[config.mk]
export PLATFORM = sky130hd
export DESIGN_NAME = bbc_back
export DESIGN_NICKNAME = d
export VERILOG_FILES = /design/src/rtl/core/bbc_pkg.sv /design/src/rtl/core/bbc_back.sv
export SDC_FILE = /design/constraint.sdc
export NUM_CORES = 2
export LEC_CHECK = 0
export ABC_AREA = 1
export BUFFER_PORTS_ARGS = -buffer_cell sky130_fd_sc_hd__buf_4
export CAP_MARGIN = 40
export CORE_MARGIN = 2
export CORE_UTILIZATION = 35
export DETAILED_ROUTE_END_ITERATION = 8
export HOLD_SLACK_MARGIN = 0.02
export SETUP_SLACK_MARGIN = 0.1
export SLEW_MARGIN = 20
export SYNTH_ARGS = -nofsm -noshare
export SYNTH_HDL_FRONTEND = slang
export SYNTH_SLANG_ARGS = --single-unit
[constraint.sdc]
create_clock -name clk -period 14.2 [get_ports clk]
set_input_delay 2.13 -clock clk [delete_from_list [all_inputs] [get_ports clk]]
set_output_delay 2.13 -clock clk [all_outputs]
set_load 0.02 [all_outputs]
[src/rtl/core/bbc_pkg.sv]
// shared types and constants of the bracket balance checker
package bbc_pkg;

	// ascii characters of interest
	localparam logic [7:0] CH_NEWLINE = 8'h0A;
	localparam logic [7:0] CH_LPAREN  = 8'h28;
	localparam logic [7:0] CH_RPAREN  = 8'h29;
	localparam logic [7:0] CH_LBRACK  = 8'h5B;
	localparam logic [7:0] CH_RBRACK  = 8'h5D;
	localparam logic [7:0] CH_LBRACE  = 8'h7B;
	localparam logic [7:0] CH_RBRACE  = 8'h7D;
	localparam logic [7:0] CH_NONE    = 8'h00;

	// operation codes passed from front to back
	localparam logic [2:0] OP_OPEN    = 3'd0;
	localparam logic [2:0] OP_CLOSE   = 3'd1;
	localparam logic [2:0] OP_NEWLINE = 3'd2;
	localparam logic [2:0] OP_EOT     = 3'd3;
	localparam logic [2:0] OP_OTHER   = 3'd4;

	// bracket kinds
	localparam logic [1:0] KIND_PAREN = 2'd0;
	localparam logic [1:0] KIND_BRACK = 2'd1;
	localparam logic [1:0] KIND_BRACE = 2'd2;
	localparam logic [1:0] KIND_NONE  = 2'd3;

	// verdict codes
	localparam logic [2:0] VERDICT_BALANCED  = 3'd0;
	localparam logic [2:0] VERDICT_MISMATCH  = 3'd1;
	localparam logic [2:0] VERDICT_UNOPENED  = 3'd2;
	localparam logic [2:0] VERDICT_UNCLOSED  = 3'd3;
	localparam logic [2:0] VERDICT_TOO_DEEP  = 3'd4;

	// classified operation queue
	localparam int QUEUE_DEPTH = 4;
	localparam int QUEUE_AW    = 2;

	typedef struct packed {
		logic [2:0] op;
		logic [1:0] kind;
	} bbc_op_t;

endpackage

[src/rtl/core/bbc_back.sv]
// back end: bracket stack, line counter, error tracking and result register
module bbc_back #(
	parameter int STACK_DEPTH = 64,
	parameter int LINE_BITS   = 16
) (
	input  logic             clk,
	input  logic             arst_n,
	input  logic             op_valid,
	output logic             op_ready,
	input  bbc_pkg::bbc_op_t op_entry,
	output logic             out_valid,
	input  logic             out_ready,
	output logic [2:0]       verdict,
	output logic [7:0]       expected_char,
	output logic [15:0]      error_line
);

	localparam int AW = (STACK_DEPTH > 1) ? $clog2(STACK_DEPTH) : 1;
	localparam int CW = $clog2(STACK_DEPTH + 1);
	localparam int EW = LINE_BITS + 2;

	// stack memory holds every entry; top and next-to-top are also kept at hand
	logic [EW-1:0]        stack_mem [STACK_DEPTH];
	logic [EW-1:0]        top_q;
	logic [EW-1:0]        rd_q;
	logic [CW-1:0]        count_q;
	logic [LINE_BITS-1:0] line_q;
	logic                 err_q;

	logic                 out_valid_q;
	logic [2:0]           verdict_q;
	logic [7:0]           expected_q;
	logic [15:0]          line_out_q;

	logic                 take;
	logic                 emit;
	logic [2:0]           res_verdict;
	logic [7:0]           res_expected;
	logic [15:0]          res_line;
	logic [CW-1:0]        count_d;
	logic [LINE_BITS-1:0] line_d;
	logic                 err_d;
	logic [EW-1:0]        top_d;
	logic                 push_en;
	logic [CW-1:0]        raddr_full;
	logic [AW-1:0]        raddr;
	logic [1:0]           top_kind;
	logic [LINE_BITS-1:0] top_line;
	logic                 stack_full;
	logic                 stack_empty;

	function automatic logic [7:0] closer_of(input logic [1:0] kind);
		logic [7:0] c;
		case (kind)
			bbc_pkg::KIND_PAREN: c = bbc_pkg::CH_RPAREN;
			bbc_pkg::KIND_BRACK: c = bbc_pkg::CH_RBRACK;
			bbc_pkg::KIND_BRACE: c = bbc_pkg::CH_RBRACE;
			default:             c = bbc_pkg::CH_NONE;
		endcase
		return c;
	endfunction

	function automatic logic [15:0] sat_line(input logic [LINE_BITS-1:0] v);
		logic [32:0] w;
		w = 33'(v);
		return (|w[32:16]) ? 16'hFFFF : w[15:0];
	endfunction

	assign top_kind    = top_q[EW-1:LINE_BITS];
	assign top_line    = top_q[LINE_BITS-1:0];
	assign stack_full  = (count_q == CW'(STACK_DEPTH));
	assign stack_empty = (count_q == '0);

	// one operation a cycle unless the result register is blocked
	assign op_ready = !out_valid_q || out_ready;
	assign take     = op_valid && op_ready;

	// operation execution
	always_comb begin
		emit         = 1'b0;
		res_verdict  = bbc_pkg::VERDICT_BALANCED;
		res_expected = bbc_pkg::CH_NONE;
		res_line     = '0;
		count_d      = count_q;
		line_d       = line_q;
		err_d        = err_q;
		top_d        = top_q;
		push_en      = 1'b0;
		if (take) begin
			case (op_entry.op)
				bbc_pkg::OP_EOT: begin
					if (!err_q) begin
						emit = 1'b1;
						if (!stack_empty) begin
							res_verdict  = bbc_pkg::VERDICT_UNCLOSED;
							res_expected = closer_of(top_kind);
							res_line     = sat_line(top_line);
						end
					end
					count_d = '0;
					line_d  = LINE_BITS'(1);
					err_d   = 1'b0;
				end
				bbc_pkg::OP_OPEN: begin
					if (!err_q) begin
						if (stack_full) begin
							emit        = 1'b1;
							res_verdict = bbc_pkg::VERDICT_TOO_DEEP;
							res_line    = sat_line(line_q);
							err_d       = 1'b1;
						end else begin
							push_en = 1'b1;
							top_d   = {op_entry.kind, line_q};
							count_d = count_q + CW'(1);
						end
					end
				end
				bbc_pkg::OP_CLOSE: begin
					if (!err_q) begin
						if (stack_empty) begin
							emit        = 1'b1;
							res_verdict = bbc_pkg::VERDICT_UNOPENED;
							res_line    = sat_line(line_q);
							err_d       = 1'b1;
						end else if (top_kind != op_entry.kind) begin
							emit         = 1'b1;
							res_verdict  = bbc_pkg::VERDICT_MISMATCH;
							res_expected = closer_of(top_kind);
							res_line     = sat_line(line_q);
							err_d        = 1'b1;
						end else begin
							top_d   = rd_q;
							count_d = count_q - CW'(1);
						end
					end
				end
				bbc_pkg::OP_NEWLINE: begin
					if (!err_q && (line_q != '1)) begin
						line_d = line_q + LINE_BITS'(1);
					end
				end
				default: begin
					emit = 1'b0;
				end
			endcase
		end
	end

	// next-to-top prefetch address follows the updated depth
	assign raddr_full = count_d - CW'(2);
	assign raddr      = raddr_full[AW-1:0];

	// stack memory: write on push, registered read of next-to-top
	always_ff @(posedge clk) begin
		if (push_en) begin
			stack_mem[count_q[AW-1:0]] <= top_d;
		end
		rd_q  <= stack_mem[raddr];
		top_q <= top_d;
	end

	// control state
	always_ff @(posedge clk or negedge arst_n) begin
		if (!arst_n) begin
			count_q     <= '0;
			line_q      <= LINE_BITS'(1);
			err_q       <= 1'b0;
			out_valid_q <= 1'b0;
		end else begin
			count_q <= count_d;
			line_q  <= line_d;
			err_q   <= err_d;
			if (out_valid_q && out_ready) begin
				out_valid_q <= 1'b0;
			end
			if (emit) begin
				out_valid_q <= 1'b1;
			end
		end
	end

	// result register
	always_ff @(posedge clk) begin
		if (emit) begin
			verdict_q  <= res_verdict;
			expected_q <= res_expected;
			line_out_q <= res_line;
		end
	end

	assign out_valid     = out_valid_q;
	assign verdict       = verdict_q;
	assign expected_char = expected_q;
	assign error_line    = line_out_q;

endmodule

==> results.toml <==
[floorplan]
io_pins = 38
core_area_sq_mm = 0.156
die-area_sq_mm = 0.160
start_util_pct = 35.2
die_x_um = 400
die_h_um = 400
rows = 145

[clock_network]
root_buffer = "clkbuf_16"
htreeDepth = 4
insertion_delay_ns = 0.77
cts_inserted_buffers = 132
cts_tree = "built"
clock-sinks = 1235
cts-resized-gates = 0
post_cts_buffers = 0
max-clock-path-buffers = 3
cts_hold_buf = 0
clkTransAtPathRegs_ns = 0.06

[pwr]
seqPwrFrac_pct = 39.6
swShare_pct = 37.0
ir_drop_mv = 0.164
power_per_cell_area_mw_per_mm2 = 180
power_frac_clock_pct = 29.6
internal_power_mw = 7.04
net-switching-power_mw = 4.13
comb_power_share_pct = 30.8
p_leak_nw = 25.5

[place]
place.detailed.hpwl_um = 94500
routabilityCongestion = 0.890
port_buffers = 35

[synth]
synthArstFlopShare_pct = 2.02
synth_top_cell_by_area = "edfxtp_1"
synth_warnings = 0
synth_cell_types = 50
synthFlopType = "edfxtp_1"
synth_top_area_share_pct = 64.2
synth_area_sq_mm = 0.0549
yosysSeqAreaShare_pct = 66.6
synth_seq_cells = 1235
synthTopCellsByArea = "edfxtp_1, nand3_1, nand2_1, inv_1, buf_2"
synth_edf_count = 1174
postSynthAreaPerCell_sq_um = 10.3
synth_cells = 5310

[setup_path]
required_ns = 14.85
path_max_fanout = 90
worstSetupPathType = "input port to flip-flop"
r2r_cells = 19
critPathLaunchType = "input port"
cp-end-kind = "flip-flop"
rrSetupSlack_ns = 7.80
cp.arrival_ns = 8.18
r2r_end = "rd_q[13]"
timing.rr.start = "count_q[0]"

[hold_path]
hold_path_startpoint = "line_q[8]"
whs_path_depth = 1
worst_hold_path.endpoint = "line_q[8]"
hold_path.class = "flip-flop to flip-flop"

[layout]
fin_nets = 5329
drive_gt1_share_pct = 8.46
fin_util_pct = 39.8
area_growth_syn_to_layout_pct = 12.9

[drt]
postRouteAntennaNets = 0
via_per_inst = 5.11
wire_per_inst_um = 22.1
drt-pass1-iter-count = 6
totalWireLength_um = 165000
drt_iter0_markers = 4822
drc_errors = 0
num_vias = 38187

[sta]
fin_tns_setup_ns = 0
final_hold_viol_count = 0
fin_crit_sh_pct = 53.0
rsz0062_at_grt = "false"
clock_skew_ns = 0.0301
slew_headroom_pct = 19.3
drv_slew = 0
setup_viol = 0
min_period_ns = 7.53
fmax_ghz = 0.133
tightest_slew_ns = 1.21

[global_route]
grt_pass1_wl_um = 242000
grt_max_degree = 201
overflow = 0
grt_usage_pct = 20.4
antenna_found_initial = 4
grt_pass1_vias = 36137

[status]
status = "completed"

[run]
drv_cap = 0
==> cell usage after synthesis, types with 14 or more instances <==
cell type / count
a21oi_1: 14
a22oi_1: 16
a32o_1: 14
buf_1: 27
buf_2: 147
buf_4: 27
buf_6: 35
clkbuf_1: 48
dfrtp_1: 24
dfxtp_1: 36
edfxtp_1: 1174
inv_1: 1057
inv_2: 15
nand2_1: 1125
nand3_1: 1241
nand3b_1: 74
nor2_1: 111
nor3_1: 16
o21ai_0: 30
==> power groups by stage <==
stage	Clock (mW)	Combinational, mW	Sequential (mW)
2_1_floorplan	0	2.04	4.43
3_3_place_gp	0	3.28	4.50
3_5_place_dp	0	3.37	4.49
4_1_cts	3.35	3.37	4.41
5_1_grt	3.48	3.67	4.42
6_report	3.30	3.44	4.42
==> registers in the layout, indices dropped and copies added, names as in the netlist <==
name,flops
error_line,16
out_valid,1
err_q,1
rd_q,18
top_q,18
line_q,16
count_q,7
verdict,3
expected_char,3
stack_mem,1152
==> stage by stage <==
step | total power [mW] | setup slack (ns) | instances | instance area [sq um] | hold slack (ns)
after floorplan | 6.47 | 7.82 | 5311 | 54900 | 0.477
after global placement | 7.78 | 5.92 | 7206 | 57300 | 0.524
after detailed placement | 7.86 | 6.05 | 7227 | 57700 | 0.521
after CTS | 11.1 | 6.85 | 7460 | 61800 | 0.530
after global routing | 11.6 | 6.38 | 7470 | 62000 | 0.597
final | 11.2 | 6.67 | 7472 | 62000 | 0.530
==> kinds of logic (layout without fill, tap and decap cells) <==
logic type | after synthesis | count (layout) | synth area share [%]
AOI/OAI and AO/OA | 91 | 91 | 1.15
xor gates and xnor gates | 7 | 7 | 0.146
adders and majority gates | 7 | 7 | 0.159
buffers and inverters | 1359 | 1460 | 10.3
DFF | 1235 | 1235 | 66.6
other | 1 | 4 | 0.00683
and+or+nand+nor | 2610 | 2610 | 21.6
==> routing by layer <==
metal	up-vias	track usage, %	share of wire (%)	routed length, um
li1	17471	-	-	-
met1	18602	27.9	41	68400
met2	1788	31.4	45	74400
met3	322	4.41	9.4	15500
met4	4	8.25	3.9	6430
met5	-	0	0.021	34
==> cell type report <==
type | instances | area [sq um]
multi-input cells | 2717 | 13100
well taps | 2058 | 2570
clock inverters | 56 | 480
diodes | 2 | 5.00
inverters | 1075 | 4050
repair buffers | 152 | 1610
flip-flops and latches | 1235 | 36600
fillers | 14901 | 94000
clock buffers | 177 | 3560
==> worst max-delay path: stages <==
cell     delay [ns]
buf_4          0.12
nor2_4         0.49
nand2_2        0.19
nor2_2         0.62
nand3_1        0.25
nand2_1        0.10
nand3_1        0.18
nand2_8        0.43
inv_8          0.19
buf_16         0.30
ha_4           0.42
buf_4          0.62
buf_4          0.66
nand3_1        0.24
nand3_1        0.20
nand3_1        0.24
nand3_1        0.40
nand2_1        0.09
==> cell usage in the layout, fill, tap and decap left out, drive strengths merged, types with 36 or more instances in the layout <==
cell	n
inv	1083
buf	152
nand2	1145
nand3	1244
clkbuf	177
nand3b	74
clkinv	42
dfxtp	36
nor2	121
edfxtp	1174
==> worst max path at each step <==
| stage | cells after the start | startpoint | end | slack [ns] |
|---|---|---|---|---|
| 6_report | 18 | op_entry[4] | rd_q[13] | 6.67 |
| 5_1_grt | 18 | op_entry[4] | rd_q[13] | 6.38 |
| 4_1_cts | 17 | op_entry[4] | rd_q[13] | 6.85 |
| 3_5_place_dp | 17 | op_entry[4] | rd_q[13] | 6.05 |
| 3_3_place_gp | 17 | op_entry[4] | rd_q[6] | 5.92 |
| 2_1_floorplan | 9 | op_entry[4] | stack_mem[0][12] | 7.82 |
(Power assumes the default switching activity.)
